### config.mk
export PLATFORM = sky130hd
export DESIGN_NAME = undocumented_6502_execute
export DESIGN_NICKNAME = d
export VERILOG_FILES = /design/src/ux6502_pkg.sv /design/src/ux6502_alu.sv /design/src/undocumented_6502_execute.sv
export SDC_FILE = /design/constraint.sdc
export NUM_CORES = 1
export LEC_CHECK = 0
export BUFFER_PORTS_ARGS = -buffer_cell sky130_fd_sc_hd__buf_2
export CAP_MARGIN = 15
export CORE_UTILIZATION = 25
export DETAILED_ROUTE_END_ITERATION = 8
export PLACE_DENSITY_LB_ADDON = 0.1
export REMOVE_ABC_BUFFERS = 1
export SKIP_CTS_REPAIR_TIMING = 1
export SLEW_MARGIN = 20
export SYNTH_ARGS = -nofsm -noshare
export SYNTH_HDL_FRONTEND = slang
export SYNTH_HIERARCHICAL = 1
export SYNTH_SLANG_ARGS = --single-unit
### constraint.sdc
create_clock -name clock -period 6.4 [get_ports clock]
set_clock_uncertainty 0.05 [all_clocks]
set_input_delay 1.28 -clock clock [delete_from_list [all_inputs] [get_ports clock]]
set_output_delay 1.28 -clock clock [all_outputs]
set_load 0.01 [all_outputs]
### src/ux6502_pkg.sv
package ux6502_pkg;

   // Opcode codes as carried in the opcode field
   typedef enum logic [4:0] {
      OP_LAX = 5'd0,
      OP_SAX = 5'd1,
      OP_DCP = 5'd2,
      OP_ISB = 5'd3,
      OP_SLO = 5'd4,
      OP_RLA = 5'd5,
      OP_SRE = 5'd6,
      OP_RRA = 5'd7,
      OP_AAC = 5'd8,
      OP_ASR = 5'd9,
      OP_ARR = 5'd10,
      OP_ATX = 5'd11,
      OP_AXS = 5'd12,
      OP_SYA = 5'd13,
      OP_SXA = 5'd14,
      OP_LAR = 5'd15,
      OP_AXA = 5'd16,
      OP_XAS = 5'd17,
      OP_XAA = 5'd18
   } op_type;

   localparam logic [7:0] XAA_MAGIC = 8'hEE;
   localparam logic [7:0] AXA_MASK  = 8'h07;

   typedef struct packed {
      logic [4:0]  opcode;
      logic [7:0]  mem_data;
      logic [15:0] eff_addr;
      logic [7:0]  base_low;
      logic [7:0]  a_in;
      logic [7:0]  x_in;
      logic [7:0]  y_in;
      logic [7:0]  sp_in;
      logic        carry_in;
      logic        overflow_in;
      logic        negative_in;
      logic        zero_in;
   } req_type;

   typedef struct packed {
      logic [7:0] a_out;
      logic [7:0] x_out;
      logic [7:0] sp_out;
      logic       carry_out;
      logic       overflow_out;
      logic       negative_out;
      logic       zero_out;
      logic       write_enable;
      logic [7:0] write_data;
   } rsp_type;

endpackage

### src/ux6502_alu.sv
module ux6502_alu
   import ux6502_pkg::*;
(
   input  req_type req,
   output rsp_type rsp
);

   logic [7:0] m, a, x, y, hi, hi_inc;
   logic       c;
   logic [7:0] dec_m, inc_m, and_ax, and_am, rra_t, arr_a, res;
   logic [8:0] dcp_diff, isb_diff, rra_sum, axs_diff, sya_sum, sxa_sum;

   assign m      = req.mem_data;
   assign a      = req.a_in;
   assign x      = req.x_in;
   assign y      = req.y_in;
   assign c      = req.carry_in;
   assign hi     = req.eff_addr[15:8];
   assign hi_inc = hi + 8'd1;

   assign dec_m    = m - 8'd1;
   assign inc_m    = m + 8'd1;
   assign and_ax   = a & x;
   assign and_am   = a & m;
   assign rra_t    = {c, m[7:1]};
   assign arr_a    = {c, and_am[7:1]};
   assign dcp_diff = {1'b0, a} - {1'b0, dec_m};
   // borrow-in is the complement of carry
   assign isb_diff = {1'b0, a} - {1'b0, inc_m} - {8'd0, ~c};
   assign rra_sum  = {1'b0, a} + {1'b0, rra_t} + {8'd0, m[0]};
   assign axs_diff = {1'b0, and_ax} - {1'b0, m};
   assign sya_sum  = {1'b0, x} + {1'b0, req.base_low};
   assign sxa_sum  = {1'b0, y} + {1'b0, req.base_low};

   always_comb begin
      rsp.a_out        = a;
      rsp.x_out        = x;
      rsp.sp_out       = req.sp_in;
      rsp.carry_out    = c;
      rsp.overflow_out = req.overflow_in;
      rsp.negative_out = req.negative_in;
      rsp.zero_out     = req.zero_in;
      rsp.write_enable = 1'b0;
      rsp.write_data   = 8'd0;
      res              = 8'd0;
      case (req.opcode)
         OP_LAX, OP_ATX: begin
            rsp.a_out = m;
            rsp.x_out = m;
            res       = m;
         end
         OP_SAX: begin
            rsp.write_enable = 1'b1;
            rsp.write_data   = and_ax;
         end
         OP_DCP: begin
            rsp.write_enable = 1'b1;
            rsp.write_data   = dec_m;
            rsp.carry_out    = ~dcp_diff[8];
            res              = dcp_diff[7:0];
         end
         OP_ISB: begin
            rsp.write_enable = 1'b1;
            rsp.write_data   = inc_m;
            rsp.carry_out    = ~isb_diff[8];
            rsp.overflow_out = (a[7] ^ inc_m[7]) & (a[7] ^ isb_diff[7]);
            rsp.a_out        = isb_diff[7:0];
            res              = isb_diff[7:0];
         end
         OP_SLO: begin
            rsp.write_enable = 1'b1;
            rsp.write_data   = {m[6:0], 1'b0};
            rsp.carry_out    = m[7];
            rsp.a_out        = a | {m[6:0], 1'b0};
            res              = a | {m[6:0], 1'b0};
         end
         OP_RLA: begin
            rsp.write_enable = 1'b1;
            rsp.write_data   = {m[6:0], c};
            rsp.carry_out    = m[7];
            rsp.a_out        = a & {m[6:0], c};
            res              = a & {m[6:0], c};
         end
         OP_SRE: begin
            rsp.write_enable = 1'b1;
            rsp.write_data   = {1'b0, m[7:1]};
            rsp.carry_out    = m[0];
            rsp.a_out        = a ^ {1'b0, m[7:1]};
            res              = a ^ {1'b0, m[7:1]};
         end
         OP_RRA: begin
            rsp.write_enable = 1'b1;
            rsp.write_data   = rra_t;
            rsp.carry_out    = rra_sum[8];
            rsp.overflow_out = (a[7] ^ rra_sum[7]) & (rra_t[7] ^ rra_sum[7]);
            rsp.a_out        = rra_sum[7:0];
            res              = rra_sum[7:0];
         end
         OP_AAC: begin
            rsp.a_out     = and_am;
            rsp.carry_out = and_am[7];
            res           = and_am;
         end
         OP_ASR: begin
            rsp.carry_out = and_am[0];
            rsp.a_out     = {1'b0, and_am[7:1]};
            res           = {1'b0, and_am[7:1]};
         end
         OP_ARR: begin
            rsp.a_out        = arr_a;
            rsp.carry_out    = arr_a[6];
            rsp.overflow_out = arr_a[6] ^ arr_a[5];
            res              = arr_a;
         end
         OP_AXS: begin
            rsp.carry_out = ~axs_diff[8];
            rsp.x_out     = axs_diff[7:0];
            res           = axs_diff[7:0];
         end
         OP_SYA: begin
            // store only when indexing stays in the page
            if (!sya_sum[8]) begin
               rsp.write_enable = 1'b1;
               rsp.write_data   = y & hi_inc;
            end
         end
         OP_SXA: begin
            if (!sxa_sum[8]) begin
               rsp.write_enable = 1'b1;
               rsp.write_data   = x & hi_inc;
            end
         end
         OP_LAR: begin
            // flags untouched
            rsp.a_out  = m & req.sp_in;
            rsp.x_out  = m & req.sp_in;
            rsp.sp_out = m & req.sp_in;
         end
         OP_AXA: begin
            rsp.write_enable = 1'b1;
            rsp.write_data   = and_ax & AXA_MASK;
         end
         OP_XAS: begin
            rsp.sp_out       = and_ax;
            rsp.write_enable = 1'b1;
            rsp.write_data   = and_ax & hi;
         end
         OP_XAA: begin
            rsp.a_out = (a | XAA_MAGIC) & x & m;
            res       = (a | XAA_MAGIC) & x & m;
         end
         default: begin
         end
      endcase
      // N/Z follow the result byte on opcodes that update them
      case (req.opcode)
         OP_LAX, OP_ATX, OP_DCP, OP_ISB, OP_SLO, OP_RLA, OP_SRE, OP_RRA,
         OP_AAC, OP_ASR, OP_ARR, OP_AXS, OP_XAA: begin
            rsp.negative_out = res[7];
            rsp.zero_out     = (res == 8'd0);
         end
         default: begin
         end
      endcase
   end

endmodule

### src/undocumented_6502_execute.sv
// Channel   Direction  Handshake              Payload
// req       in         req_valid / req_ready  req_data (req_type)
// rsp       out        rsp_valid / rsp_ready  rsp_data (rsp_type)
//
// One transaction per cycle sustained while rsp_ready stays high; a req passes
// the input register, then the ALU into the result register, before rsp_valid.
// Throughput is set by the single ALU pass between the two registers.
// Synchronous active-high reset clears both valid flags only.
// A stalled rsp holds its data; req_ready drops only when both stages are
// full and rsp_ready is low.
module undocumented_6502_execute
   import ux6502_pkg::*;
(
   input  logic    clock,
   input  logic    reset,
   input  logic    req_valid,
   output logic    req_ready,
   input  req_type req_data,
   output logic    rsp_valid,
   input  logic    rsp_ready,
   output rsp_type rsp_data
);

   logic    in_vld_ff, in_vld_in;
   req_type in_data_ff;
   logic    out_vld_ff, out_vld_in;
   rsp_type out_data_ff;
   rsp_type alu_rsp;
   logic    out_take;   // result register loads this cycle
   logic    in_take;    // input register loads this cycle

   ux6502_alu u_alu (
      .req (in_data_ff),
      .rsp (alu_rsp)
   );

   // result stage can load when empty or draining
   assign out_take  = in_vld_ff & (~out_vld_ff | rsp_ready);
   // input stage frees when empty or moving forward
   assign req_ready = ~in_vld_ff | ~out_vld_ff | rsp_ready;
   assign in_take   = req_valid & req_ready;

   assign in_vld_in  = in_take | (in_vld_ff & ~out_take);
   assign out_vld_in = out_take | (out_vld_ff & ~rsp_ready);

   always_ff @(posedge clock) begin
      if (reset) begin
         in_vld_ff  <= 1'b0;
         out_vld_ff <= 1'b0;
      end else begin
         in_vld_ff  <= in_vld_in;
         out_vld_ff <= out_vld_in;
      end
   end

   always_ff @(posedge clock) begin
      if (in_take) begin
         in_data_ff <= req_data;
      end
      if (out_take) begin
         out_data_ff <= alu_rsp;
      end
   end

   assign rsp_valid = out_vld_ff;
   assign rsp_data  = out_data_ff;

endmodule

==> metrics.yaml, run 1 <==
area_growth_pct: 17.57
vdd.ir_drop.worst_mv: 0.1135
drtPass1Iterations: 6
vias: 5967
clock-sinks: 104
min_period_ps: 4227
setup_violations: 0
critPathLaunchType: "flop"
crit_fanout: 16
place_hpwl_mm: 19.06
htreeDepth: 3
synth_area_sq_mm: 0.007187
yosys_warnings: 6
antenna_cells: 0
remaining_drc_errors: 0
clkLatencyLatePin_ps: 370
leakage_uw: 0.003290
grt_usage_pct: 17.61
syn_inst: 719
portBuffers: 107
io-pin-count: 116
fp.dieH_um: 171.6
grt_pass1_wl_mm: 37.38
worst_slew_pin_slew_ps: 986.8
cts_max_path_buffers: 2
cts_tree: "yes"
grt_overflow: 0
gp_congestion: 0.8513
crit_required_ps: 6470
worstPathArrival_ps: 4300
cp-end-kind: "flop"
power_uw: 1839
drt_wl_total_mm: 25.09
crit_type: "flop to flop"
grt_pass1_vias: 5925
nNetsFinal: 956
core_sq_mm: 0.02801
ant_nets: 0
hold_violations: 0
min_path_type: "flop to flop"
antenna_found_initial: 0
grt_max_degree: 66
power_density_mw_per_mm2: 217.6
drv_slew: 0
status: "complete, no violations"
synth.avg_cell_area_sq_um: 9.996
num_rows: 61
fp.dieW_um: 171.6
cap_violations: 0
clkTransAtPathRegs_ps: 70
drive_gt1_share_pct: 18.29
max_clock_freq_ghz: 0.2366
start_util_pct: 25.66
cts_buffers: 9
fin_crit_sh_pct: 66.05
maxSlewHeadroom_pct: 34.21
rsz0062_at_grt: "no"
first_iter_violations: 480
fin_tns_setup_ps: 0
via_per_inst: 4.981
die_area_sq_mm: 0.02943
ctsRootBufferMaster: "clkbuf_16"
routedWlPerCell_um: 20.94
registers in the layout, summed over array words and instances, names as in the netlist:
| name | cells |
|---|---|
| in_data_ff | 65 |
| in_vld_ff | 1 |
| rsp_data | 37 |
| rsp_valid | 1 |
critical path, cell delays in order, from the launching register on:
cell and delay (ps):
edfxtp_1 850, inv_1 300, nor3_1 220, nand3_1 200
xnor2_1 350, ha_1 290, inv_1 70, ha_1 210
nor4_1 80, nor3_1 440, xor2_1 190, nand2_1 70
o211ai_1 290, nor4b_2 110, a32o_1 260
routing by layer:
layer | up-vias | track usage (%) | share of wire (%)
met2 | 188 | 28.16 | 46
li1 | 2902 | - | -
met1 | 2855 | 23.60 | 47
met4 | 0 | 5.512 | 1.8
met5 | - | 0 | 0
met3 | 22 | 3.705 | 5.3
layout by cell type (no fill, tap or decap), drive strengths merged, types with 8 or more instances in the layout:
| cell type | n |
|---|---|
| a21oi | 53 |
| nand3 | 17 |
| nor3 | 26 |
| o211ai | 8 |
| ha | 58 |
| nor2 | 60 |
| nand2 | 56 |
| a221o | 8 |
| inv | 47 |
| xor2 | 13 |
| mux2i | 9 |
| a211oi | 8 |
| a31oi | 9 |
| xnor2 | 25 |
| buf | 115 |
| edfxtp | 102 |
| o21ai | 45 |
| clkbuf | 9 |
final timing paths:
| check | startpoint | endpoint | slack, ps | cells after the start |
|---|---|---|---|---|
| hold / removal | in_vld_ff$_SDFF_PP0_ | rsp_valid$_SDFF_PP0_ | 440 | 2 |
| setup reg to reg | in_data_ff[60]$_DFFE_PP_ | rsp_data[9]$_DFFE_PP_ | 2170 | 14 |
| hold reg to reg | in_vld_ff$_SDFF_PP0_ | rsp_valid$_SDFF_PP0_ | 440 | 2 |
| setup / recovery | in_data_ff[60]$_DFFE_PP_ | rsp_data[9]$_DFFE_PP_ | 2170 | 14 |
through the flow:
| step | worst slack, ps | instance area, sq um | hold slack [ps] | instances | util (%) |
|---|---|---|---|---|---|
| floorplan | 3041 | 7059 | 411.3 | 689 | - |
| global placement | 2204 | 8128 | 430.1 | 1182 | 29.02 |
| detailed placement | 2209 | 8133 | 435.2 | 1182 | 29.03 |
| CTS | 2157 | 8449 | 440.6 | 1198 | 30.16 |
| global route | 1952 | 8449 | 452.8 | 1198 | 30.16 |
| finish | 2173 | 8449 | 440.6 | 1198 | 30.16 |
cell type report:
type                    instances  area [sq um]
well taps                     378         473.0
fillers                      3012         19560
clock buffers                   9         225.2
flip-flops and latches        104          3103
inverters                      46         172.7
clock inverters                 7         91.34
multi-input cells             539          3789
repair buffers                115         595.6
where the power goes:
| group | internal [uW] | switching, uW | total (uW) | leakage [uW] |
|---|---|---|---|---|
| sequential | 799 | 52.8 | 851 | 0.000999 |
| combinational | 163 | 233 | 396 | 0.00215 |
| clock | 312 | 279 | 591 | 0.000144 |
| total | 1270 | 565 | 1840 | 0.00329 |
(Power assumes the default switching activity.)
==> run 2: changes to the inputs <==
Settings changed: ABC_AREA set to 1.
Clock period 6.4 ns to 4 ns, I/O delays scaled along.
==> run 2 against run 1 <==
Effect of this change: setup slack got worse by 1800 ps; highest routed layer is now met5; wire length grew 12%; non-clock buffer count grew 14; global-route usage up 0.71 points; largest power group unchanged; total power up 55%.
==> metrics.yaml, run 2 <==
multi_input_area_sq_mm: 0.003924  # +3.6%
fin_tns_setup_ps: 0  # unchanged
crit_fanout: 5  # -11
rsz0062_at_grt: "no"
largest_register_ff_count: 65  # unchanged
hold_depth: 2  # unchanged
nNetsFinal: 1233  # +29%
comb_power_share_pct: 24.0  # +2.5 points
gp_congestion: 0.9243  # +8.6%
num_rows: 63  # +3.3%
hold_violations: 0  # unchanged
antenna_cells: 0  # unchanged
worstPathArrival_ps: 3710  # -590 ps
syn_inst: 965  # +34%
io-pin-count: 116  # unchanged
min_to: "in_vld_ff$_SDFF_PP0_"
drtPass1Iterations: 5  # -1
remaining_drc_errors: 0  # unchanged
ctsRootBufferMaster: "clkbuf_16"
synth.avg_cell_area_sq_um: 7.895  # -21%
ant_nets: 0  # unchanged
vias: 7036  # +18%
dp_cells: 1471  # +24%
cts_tree: "yes"
fillers: 3267  # +8.5%
power_density_mw_per_mm2: 316.5  # +45%
synth_area_sq_mm: 0.007619  # +6.0%
first_iter_violations: 611  # +27%
drive_gt1_share_pct: 15.41  # -2.9 points
leakage_uw: 0.004349  # +32%
grt_max_degree: 41  # -38%
core_sq_mm: 0.02980  # +6.4%
grt_pass1_wl_mm: 41.66  # +11%
routedWlPerCell_um: 18.88  # -9.8%
crit_required_ps: 4050  # -2420 ps
whs_ps: 484.6  # +44.03 ps
regMostFlops: "in_data_ff"
min_path_type: "flop to flop"
grt_usage_pct: 18.32  # +0.71 points
stdcell_count: 1487  # +24%
area_growth_pct: 18.39
clock-sinks: 104  # unchanged
seq_area_sq_mm: 0.003103  # unchanged
grt_pass1_vias: 6773  # +14%
yosys_warnings: 6  # unchanged
htreeDepth: 3  # unchanged
final_cell_mix: "267 x nand2_1, 138 x inv_1, 107 x buf_2"
clkTransAtPathRegs_ps: 70  # about the same
place_hpwl_mm: 22.94  # +20%
vdd.ir_drop.worst_mv: 0.2118  # +87%
cts_buffers: 9  # unchanged
start_util_pct: 25.57  # -0.089 points
via_per_inst: 4.732  # -5.0%
cp-end-kind: "flop"
max_clock_freq_ghz: 0.2729  # +15%
final_common_cell: "nand2_1"
post-route-util_pct: 30.27  # +0.11 points
min_period_ps: 3665  # -562.7 ps
clkLatencyLatePin_ps: 370  # about the same
p_int_uw: 1943  # +53%
drt_wl_total_mm: 28.08  # +12%
worstRegToRegCells: 16  # +2
cap_violations: 0  # unchanged
worst_slew_pin_slew_ps: 872.4  # -114.4 ps
cts_max_path_buffers: 2  # unchanged
grt_overflow: 0  # unchanged
crit_type: "flop to flop"
r2r_end: "rsp_data[36]$_DFFE_PP_"
die_area_sq_mm: 0.03118  # +5.9%
fp.dieH_um: 176.6  # +2.9%
hp-start: "in_vld_ff$_SDFF_PP0_"
switching_share_pct: 31.91  # +1.2 points
p_switching_uw: 910.9  # +61%
antenna_found_initial: 0  # unchanged
power_uw: 2854  # +55%
status: "complete, no violations"
critPathLaunchType: "flop"
p_seq_share_pct: 47.0  # +0.7 points
r2r_start: "in_data_ff[60]$_DFFE_PP_"
setup_violations: 0  # unchanged
maxSlewHeadroom_pct: 41.62  # +7.4 points
fp.dieW_um: 176.6  # +2.9%
r2r_slack_ps: 340  # -1840 ps
power_frac_clock_pct: 29.0  # -3.2 points
drv_slew: 0  # unchanged
portBuffers: 107  # unchanged
fin_crit_sh_pct: 91.62  # +26 points
-- run 2: final cells by class --
type,instances,share of cell area [%]
Clock buffer,11,2.580
Clock inverter,5,0.3884
Inverter,143,5.951
Multi-Input combinational cell,705,43.50
Sequential cell,104,34.40
Tap cell,390,5.410
Timing Repair Buffer,129,7.768
-- run 2: worst max-delay path: stages (launching register included) --
cell and delay, ps:
edfxtp_1 420, inv_1 80, nor3_1 470, nand4_1 320
nand2_1 230, inv_1 60, ha_1 260, inv_1 40
ha_1 340, nand2_1 100, inv_1 40, a21oi_1 210
nand3b_1 120, nand3_1 130, nand2_1 100, nor4_1 280
o21ai_0 130
-- run 2: power groups by stage --
stage	Clock [uW]	Sequential (uW)	Combinational, uW
2_1_floorplan	0	1360	422
3_5_place_dp	0	1370	678
4_1_cts	870	1340	682
6_report	828	1340	686
5_1_grt	910	1350	777
3_3_place_gp	0	1370	677
-- run 2: how the worst max path moves through the flow --
stage | endpoint | slack (ps) | start
2_1_floorplan | in_data_ff[0]$_DFFE_PP_ | -710 | req_valid
3_3_place_gp | rsp_data[36]$_DFFE_PP_ | 400 | in_data_ff[60]$_DFFE_PP_
3_5_place_dp | rsp_data[36]$_DFFE_PP_ | 350 | in_data_ff[60]$_DFFE_PP_
4_1_cts | rsp_data[36]$_DFFE_PP_ | 330 | in_data_ff[60]$_DFFE_PP_
5_1_grt | rsp_data[9]$_DFFE_PP_ | 40 | in_data_ff[60]$_DFFE_PP_
6_report | rsp_data[36]$_DFFE_PP_ | 340 | in_data_ff[60]$_DFFE_PP_
-- run 2: per-stage QoR --
step / worst slack, ps / area (sq um)
floorplan: -709.0 / 7537
global placement: 396.3 / 8752
detailed placement: 353.4 / 8752
CTS: 329.9 / 9020
global route: 35.14 / 9020
finish: 335.3 / 9020
-- run 2: routing by layer --
| layer | routed length [um] | global-route usage (%) |
|---|---|---|
| met5 | 34 | 0.9615 |
| met4 | 368 | 4.239 |
| met3 | 1767 | 3.661 |
| met2 | 12270 | 28.20 |
| met1 | 13640 | 26.06 |
